[config.mk]
export PLATFORM = sky130hd
export DESIGN_NAME = open_addressing_hash_table
export DESIGN_NICKNAME = d
export VERILOG_FILES = /design/src/sv/ohtab_pkg.sv /design/src/sv/ohtab_ram.sv /design/src/sv/ohtab_ctrl.sv /design/src/sv/ohtab_dp.sv /design/src/sv/open_addressing_hash_table.sv
export SDC_FILE = /design/constraint.sdc
export NUM_CORES = 1
export LEC_CHECK = 0
export ABC_CLOCK_PERIOD_IN_PS = 5900
export BUFFER_PORTS_ARGS = -buffer_cell sky130_fd_sc_hd__clkbuf_2
export CORE_ASPECT_RATIO = 0.8
export CORE_MARGIN = 2
export CORE_UTILIZATION = 48
export CTS_CLUSTER_DIAMETER = 100
export DETAILED_ROUTE_END_ITERATION = 6
export PLACE_DENSITY = 0.68
export SYNTH_ARGS = -nofsm -noshare
export SYNTH_HDL_FRONTEND = slang
export SYNTH_SLANG_ARGS = --single-unit
export TNS_END_PERCENT = 1
[constraint.sdc]
create_clock -name clk -period 5.9 [get_ports clk]
set_input_delay 1.18 -clock clk [delete_from_list [all_inputs] [get_ports clk]]
set_output_delay 1.18 -clock clk [all_outputs]
set_load 0.03 [all_outputs]
[src/sv/ohtab_pkg.sv]
`timescale 1ns / 1ps
// ----------------------------------------------------------------------------
// ohtab_pkg: shared types and constants of the open addressing hash table
// Table geometry, operation and status codes, and the controller to
// datapath command and status bundles.
// ----------------------------------------------------------------------------
package ohtab_pkg;

  // table geometry (slot count is a power of two, home slot = low key bits)
  localparam int TABLE_SIZE = 32;
  localparam int SLOT_W     = $clog2(TABLE_SIZE);
  localparam int SLOT_OUT_W = 5;
  localparam int KEY_W      = 31;
  localparam int REC_W      = 32;
  localparam int ENTRY_W    = KEY_W + REC_W;

  // operation codes on the cmd port
  typedef enum logic [1:0] {
    OP_INSERT = 2'd0,
    OP_REMOVE = 2'd1,
    OP_SEARCH = 2'd2,
    OP_UNUSED = 2'd3
  } op_t;

  // insert policy held in the mode register
  typedef enum logic [1:0] {
    MODE_DIRECT    = 2'd0,
    MODE_LINEAR    = 2'd1,
    MODE_QUADRATIC = 2'd2,
    MODE_DOUBLE    = 2'd3
  } mode_t;

  // result status codes
  typedef enum logic [1:0] {
    ST_DONE  = 2'd0,
    ST_FULL  = 2'd1,
    ST_FOUND = 2'd2,
    ST_MISS  = 2'd3
  } status_t;

  // source of the reported slot
  typedef enum logic [1:0] {
    SEL_ZERO  = 2'd0,
    SEL_PROBE = 2'd1,
    SEL_HOME  = 2'd2
  } slot_sel_t;

  // controller states
  typedef enum logic [2:0] {
    S_IDLE,
    S_PROBE,
    S_CLEAR,
    S_READ,
    S_COMPARE,
    S_MISS
  } state_t;

  // controller to datapath commands
  typedef struct packed {
    logic      load;
    logic      step;
    logic      write;
    logic      clear;
    logic      emit;
    status_t   emit_status;
    slot_sel_t emit_sel;
  } dp_cmd_t;

  // datapath to controller status
  typedef struct packed {
    logic direct;
    logic free;
    logic last;
    logic match;
  } dp_stat_t;

endpackage

[src/sv/ohtab_ram.sv]
`timescale 1ns / 1ps
// ----------------------------------------------------------------------------
// ohtab_ram: generic single write port RAM
// One write and one read per cycle, read data registered.
// ----------------------------------------------------------------------------
module ohtab_ram #(
  parameter int WIDTH = 8,
  parameter int DEPTH = 16
) (
  input  logic                     clk,
  input  logic                     we,
  input  logic [$clog2(DEPTH)-1:0] waddr,
  input  logic [WIDTH-1:0]         wdata,
  input  logic [$clog2(DEPTH)-1:0] raddr,
  output logic [WIDTH-1:0]         rdata
);

  logic [WIDTH-1:0] mem [DEPTH];

  // write port and registered read port
  always_ff @(posedge clk) begin
    if (we) begin
      mem[waddr] <= wdata;
    end
    rdata <= mem[raddr];
  end

endmodule

[src/sv/ohtab_ctrl.sv]
`timescale 1ns / 1ps
// ----------------------------------------------------------------------------
// ohtab_ctrl: operation sequencer
// Accepts a command, walks the probe loop or the search read, and tells the
// datapath when to write, clear and issue the result.
// ----------------------------------------------------------------------------
module ohtab_ctrl (
  input  logic               clk,
  input  logic               rst,
  input  logic               start,
  input  logic [1:0]         cmd,
  input  ohtab_pkg::dp_stat_t stat,
  output ohtab_pkg::dp_cmd_t  ctl,
  output logic               busy
);
  import ohtab_pkg::*;

  state_t state;
  state_t state_next;

  // state register
  always_ff @(posedge clk) begin
    if (rst) begin
      state <= S_IDLE;
    end else begin
      state <= state_next;
    end
  end

  // next state and datapath commands
  always_comb begin
    state_next      = state;
    ctl             = '0;
    ctl.emit_status = ST_MISS;
    ctl.emit_sel    = SEL_ZERO;
    unique case (state)
      S_IDLE: begin
        if (start) begin
          ctl.load = 1'b1;
          unique case (op_t'(cmd))
            OP_INSERT: state_next = S_PROBE;
            OP_REMOVE: state_next = S_CLEAR;
            OP_SEARCH: state_next = S_READ;
            default:   state_next = S_MISS;
          endcase
        end
      end
      S_PROBE: begin
        priority if (stat.direct || stat.free) begin
          ctl.write       = 1'b1;
          ctl.emit        = 1'b1;
          ctl.emit_status = ST_DONE;
          ctl.emit_sel    = SEL_PROBE;
          state_next      = S_IDLE;
        end else if (stat.last) begin
          ctl.emit        = 1'b1;
          ctl.emit_status = ST_FULL;
          ctl.emit_sel    = SEL_ZERO;
          state_next      = S_IDLE;
        end else begin
          ctl.step = 1'b1;
        end
      end
      S_CLEAR: begin
        ctl.clear       = 1'b1;
        ctl.emit        = 1'b1;
        ctl.emit_status = ST_DONE;
        ctl.emit_sel    = SEL_HOME;
        state_next      = S_IDLE;
      end
      S_READ: begin
        state_next = S_COMPARE;
      end
      S_COMPARE: begin
        ctl.emit = 1'b1;
        if (stat.match) begin
          ctl.emit_status = ST_FOUND;
          ctl.emit_sel    = SEL_HOME;
        end
        state_next = S_IDLE;
      end
      S_MISS: begin
        ctl.emit   = 1'b1;
        state_next = S_IDLE;
      end
      default: begin
        state_next = S_IDLE;
      end
    endcase
  end

  assign busy = (state != S_IDLE);

  // every result ends the operation
  a_emit_ends: assert property (@(posedge clk) disable iff (rst)
    ctl.emit |=> state == S_IDLE)
    else $error("controller stayed busy after issuing a result");

  // a blocked probe that is not the last keeps probing
  a_probe_continues: assert property (@(posedge clk) disable iff (rst)
    (state == S_PROBE && !stat.direct && !stat.free && !stat.last) |=> state == S_PROBE)
    else $error("probe loop left early");

  // only an idle controller loads a new command
  a_load_idle: assert property (@(posedge clk) disable iff (rst)
    ctl.load |-> !busy)
    else $error("command loaded while busy");

endmodule

[src/sv/ohtab_dp.sv]
`timescale 1ns / 1ps
// ----------------------------------------------------------------------------
// ohtab_dp: hash table datapath
// Holds the mode register, the occupied bits, the entry RAM, the probe
// address walker and the result registers.
// ----------------------------------------------------------------------------
module ohtab_dp (
  input  logic                             clk,
  input  logic                             rst,
  input  logic                             cfg_valid,
  input  logic                             cfg_ready,
  input  logic [1:0]                       cfg_data,
  input  logic [ohtab_pkg::KEY_W-1:0]      key,
  input  logic [ohtab_pkg::REC_W-1:0]      record,
  input  ohtab_pkg::dp_cmd_t               ctl,
  output ohtab_pkg::dp_stat_t              stat,
  output logic                             done,
  output logic [1:0]                       status,
  output logic [ohtab_pkg::SLOT_OUT_W-1:0] slot
);
  import ohtab_pkg::*;

  mode_t                mode;
  logic [TABLE_SIZE-1:0] occ;
  logic [SLOT_W-1:0]    home;
  logic [SLOT_W-1:0]    probe;
  logic [SLOT_W-1:0]    delta;
  logic [SLOT_W-1:0]    cnt;
  logic [KEY_W-1:0]     key_r;
  logic [REC_W-1:0]     rec_r;
  logic [ENTRY_W-1:0]   rdata;
  status_t              status_r;
  logic [SLOT_W-1:0]    slot_r;
  logic [SLOT_W-1:0]    key_home;

  assign key_home = key[SLOT_W-1:0];

  // insert policy register
  always_ff @(posedge clk) begin
    if (rst) begin
      mode <= MODE_DIRECT;
    end else if (cfg_valid && cfg_ready) begin
      mode <= mode_t'(cfg_data);
    end
  end

  // operand capture and probe walker: next probe = probe + delta mod size
  always_ff @(posedge clk) begin
    if (ctl.load) begin
      key_r <= key;
      rec_r <= record;
      home  <= key_home;
      probe <= key_home;
      cnt   <= '0;
      unique case (mode)
        MODE_QUADRATIC: delta <= SLOT_W'(2);
        MODE_DOUBLE:    delta <= key_home;
        default:        delta <= SLOT_W'(1);
      endcase
    end else if (ctl.step) begin
      probe <= probe + delta;
      cnt   <= cnt + SLOT_W'(1);
      if (mode == MODE_QUADRATIC) begin
        delta <= delta + SLOT_W'(2);
      end
    end
  end

  // occupied bits
  always_ff @(posedge clk) begin
    if (rst) begin
      occ <= '0;
    end else if (ctl.write) begin
      occ[probe] <= 1'b1;
    end else if (ctl.clear) begin
      occ[home] <= 1'b0;
    end
  end

  // key and record words, read at the home slot for search
  ohtab_ram #(
    .WIDTH (ENTRY_W),
    .DEPTH (TABLE_SIZE)
  ) u_entry_ram (
    .clk   (clk),
    .we    (ctl.write),
    .waddr (probe),
    .wdata ({rec_r, key_r}),
    .raddr (home),
    .rdata (rdata)
  );

  // status back to the controller
  assign stat.direct = (mode == MODE_DIRECT);
  assign stat.free   = !occ[probe];
  assign stat.last   = (cnt == SLOT_W'(TABLE_SIZE - 1));
  assign stat.match  = occ[home] && (rdata[KEY_W-1:0] == key_r);

  // result strobe
  always_ff @(posedge clk) begin
    if (rst) begin
      done <= 1'b0;
    end else begin
      done <= ctl.emit;
    end
  end

  // result payload
  always_ff @(posedge clk) begin
    if (ctl.emit) begin
      status_r <= ctl.emit_status;
      unique case (ctl.emit_sel)
        SEL_PROBE: slot_r <= probe;
        SEL_HOME:  slot_r <= home;
        default:   slot_r <= '0;
      endcase
    end
  end

  assign status = status_r;
  assign slot   = SLOT_OUT_W'(slot_r);

  // done never stays high: results are never issued back to back
  a_done_gap: assert property (@(posedge clk) disable iff (rst)
    done |=> !done)
    else $error("back to back result strobes");

  // full and miss results report slot zero
  a_slot_zero: assert property (@(posedge clk) disable iff (rst)
    (done && (status == ST_FULL || status == ST_MISS)) |-> slot == '0)
    else $error("nonzero slot on full or miss result");

  // probing inserts only fill free slots
  a_probe_free: assert property (@(posedge clk) disable iff (rst)
    (ctl.write && mode != MODE_DIRECT) |-> !occ[probe])
    else $error("probing insert overwrote an occupied slot");

endmodule

[src/sv/open_addressing_hash_table.sv]
`timescale 1ns / 1ps
// ----------------------------------------------------------------------------
// open_addressing_hash_table: 32 slot hash table with probing inserts
// Insert, remove and search on keys whose home slot is the key mod 32.
// ----------------------------------------------------------------------------
// Usage:
//   Command channel: a transaction is taken when start is high and busy is
//   low; cmd, key and record are sampled at that edge.
//   Config channel: cfg_data sets the insert policy when cfg_valid and
//   cfg_ready are high; cfg_ready is always high, write it while idle.
//   Result channel: status and slot are valid for the single cycle done is
//   high; the receiver cannot stall and must take it then.
// Steps from acceptance to the done strobe (done is registered):
//   remove, direct insert, unused command: S_CLEAR, S_PROBE or S_MISS issues
//   the result; search: S_READ then S_COMPARE (registered RAM read);
//   probing insert: k = 1 to 32 probes, one probe of the occupied bits per cycle.
//   Busy drops in the done cycle, so the next command can be taken then.
// Reset: synchronous rst empties every slot at once (occupied bits clear),
//   selects direct insert and drops any operation in flight.
// ----------------------------------------------------------------------------
module open_addressing_hash_table (
  input  logic                             clk,
  input  logic                             rst,
  input  logic                             start,
  output logic                             busy,
  input  logic [1:0]                       cmd,
  input  logic [ohtab_pkg::KEY_W-1:0]      key,
  input  logic [ohtab_pkg::REC_W-1:0]      record,
  input  logic                             cfg_valid,
  output logic                             cfg_ready,
  input  logic [1:0]                       cfg_data,
  output logic                             done,
  output logic [1:0]                       status,
  output logic [ohtab_pkg::SLOT_OUT_W-1:0] slot
);
  import ohtab_pkg::*;

  dp_cmd_t  ctl;
  dp_stat_t stat;

  // configuration is always writable
  assign cfg_ready = 1'b1;

  // sequencer
  ohtab_ctrl u_ctrl (
    .clk   (clk),
    .rst   (rst),
    .start (start),
    .cmd   (cmd),
    .stat  (stat),
    .ctl   (ctl),
    .busy  (busy)
  );

  // storage, probe walker and result registers
  ohtab_dp u_dp (
    .clk       (clk),
    .rst       (rst),
    .cfg_valid (cfg_valid),
    .cfg_ready (cfg_ready),
    .cfg_data  (cfg_data),
    .key       (key),
    .record    (record),
    .ctl       (ctl),
    .stat      (stat),
    .done      (done),
    .status    (status),
    .slot      (slot)
  );

endmodule

==> results.md <==
- Root Driver: clkbuf_16
- Worst Hold Class: reg -> reg
- Post-CTS setup buffer count: 0
- DRT Wirelength: 102,000 um
- Clk_lat worst skew: roughly 680 ps
- Initial antenna violation count: 2
- Required @ worst endpoint: between 6000 and 7000 ps
- EDFF count, synth: ~1,000
- GPL Wtd Cong: between 0.8 and 0.9
- Final Critical Period: 4270 ps
- Max IR drop VDD: ~250 uV
- CTS buffer count: approximately 100
- Wire length per cell: approximately 30 um
- # diodes: 0
- Register Area: 0.0327 sq mm
- Place WS: between 1500 and 2000 ps
- RSZ-0062 raised after global routing: false
- Worst Setup End Kind: flop
- Post-cts resize count: 0
- Setup TNS: 0 ps
- # rows: 97
- Post-Synthesis Cells: roughly 2,000
- Count leader, synth: edfxtp_1
- Max-cap violations: 0
- Final Setup Violations: 0
- Synth top area share: 0.733
- First-pass GRT wire length: 148,000 um
- Vias/cell: ~6.2
- CORE AREA: around 0.088 sq mm
- Hold-fix buffers, CTS: 0
- Overflow after GRT: 0
- Ys flop type: edfxtp_1
- DRT iter0 DRCs: a little under 3,000
- Number of port buffers: 47
- Die ar.: 0.0912 sq mm
- Max-slew violation count: 0
- Die width: around 340 um
- Total track usage: 0.227
- Leakage Power: about 15 nW
- Distinct cells, synth: between 60 and 70
- Slew margin rel.: 0.137
- Clk buf depth: 3
- Post-synthesis net count: approximately 2,100
- Avg Cell Area, Syn: roughly 21 sq um
- Detail Route Antenna Nets: 0
- Die height: between 200 and 300 um
- # DRC: 0
- Slew @ Worst Pin: around 1300 ps
- Crit path launch type: flop
- Initial core utilization: 0.485
- Top cells by count, synth: edfxtp_1, mux4_2, a22oi_1, dfxtp_1, clkbuf_1
- WS Path Type: reg -> reg
- Synthesized cell area: 0.0426 sq mm
- CTS Sinks: approximately 1,100
- P&R area growth vs syn: 12.9%
- Synthesis-stage register bit count: about 1,100
- Post-synthesis sequential area ratio: 0.768
- Fin. Hold Viols: 0
- Area of the multi-input gates: between 0.009 and 0.01 sq mm
- Ports: 81
- HPWL after DPL: 55,200 um
- Vias in the first global route: about 21,000
- Htree depth: 3
- Clock Skews: around 38 ps
- PD cells: approximately 340 mW/mm^2
- Largest net degree at the start of global routing: roughly 130
- Layout cells sized above 1: 0.261
- Yosys top cell by area: edfxtp_1
- Setup slack after layout: between 1500 and 2000 ps
- Largest cells by area after synthesis: edfxtp_1, mux4_2, dfxtp_1, a22oi_1, mux2i_1
- Via Count: 21,300
- TritonCTS clock tree: built
- Pre-antenna DRT Iters: 5
- Max Freq: 234 MHz
- Clk pin slew, worst setup/hold paths: about 60 ps
- Outcome: completed
- Period utilization: 0.724
- Worst-path fanout max: 18
- CP arrival: 4620 ps
- Fillers: around 6,500
- Ys async rst share: 0
- Fin nets: between 2,000 and 2,500
- Yosys warnings: 0
power by group:
group	internal, mW	leakage [nW]	switching [mW]
sequential	8.79	9.99	0.117
clock	3.57	1.57	2.82
combinational	0.378	3.60	0.631
routing by layer:
layer  GRT usage  routed length (um)  share of wire  vias to the layer above
li1            -                   -              -                     8735
met1       0.334               42500           0.41                    11400
met2       0.345               48000           0.47                     1031
met3      0.0543                9680          0.095                      152
met4      0.0558                2130          0.021                        4
met5           0                  27        0.00026                        -
registers in the layout (all words and copies together), names as in the netlist:
name	flops
u_dp.occ	32
u_dp.delta	5
u_dp.key_r	31
u_dp.u_entry_ram.rdata	31
u_ctrl.state	3
u_dp.cnt	5
u_dp.u_entry_ram.mem	992
u_dp.slot	5
u_dp.probe	5
u_dp.mode	2
u_dp.status	2
u_dp.done	1
path summary, 6_finish.rpt:
kind | startpoint | endpoint | slack, ps | cells past startpoint
setup reg to reg | u_dp.probe[0] | u_dp.u_entry_ram.mem[13][5] | 1630 | 8
hold / removal | u_dp.cnt[3] | u_dp.cnt[3] | 490 | 2
setup / recovery | u_dp.probe[0] | u_dp.u_entry_ram.mem[13][5] | 1630 | 8
hold reg to reg | u_dp.cnt[3] | u_dp.cnt[3] | 490 | 2
stage by stage:
stage                      util  instances  cell area [sq um]  power (mW)  hold slack (ps)
final                     0.548       3414              48100        16.3              490
after CTS                 0.548       3414              48100        16.4              485
after detailed placement  0.511       3222              44900        10.1              473
after global placement    0.511       3222              44900        10.1              462
after global routing      0.548       3414              48100        16.8              519
after floorplan               -       2003              42600        9.70              442
kinds of logic (layout without fill, tap and decap cells):
group	Yosys count	in the layout	synth area share
buf+inv	122	345	0.0122
compound gates	237	237	0.0403
xor+xnor	37	37	0.00761
other cells	1	1	0.0000880
fa+ha+maj	12	12	0.00370
flops	1114	1114	0.768
mux	297	297	0.144
simple gates	183	183	0.0240
area by class of cell:
| type | instances | area share |
|---|---|---|
| well taps | 1188 | 0.0309 |
| multi-input cells | 767 | 0.199 |
| repair buffers | 139 | 0.0213 |
| clock inverters | 42 | 0.00679 |
| clock buffers | 150 | 0.0601 |
| inverters | 14 | 0.00109 |
| flip-flops and latches | 1114 | 0.680 |
layout by cell type (no fill, tap or decap), drive strengths merged, types with 32 or more instances in the layout:
| cell | instances |
|---|---|
| edfxtp | 1040 |
| buf | 92 |
| nor2 | 36 |
| a21oi | 37 |
| clkbuf | 197 |
| dfxtp | 74 |
| mux2i | 42 |
| mux4 | 253 |
| clkinv | 32 |
| a22oi | 103 |
critical path, stage by stage (launching register included):
cell and delay (ps):
edfxtp_1 590, buf_4 340, mux4_2 540, nand4_1 100, a21boi_1 430, a41oi_4 170, buf_4 300, nor3_4 1070
buf_4 380
No activity file was read; power rests on OpenSTA's default activity.
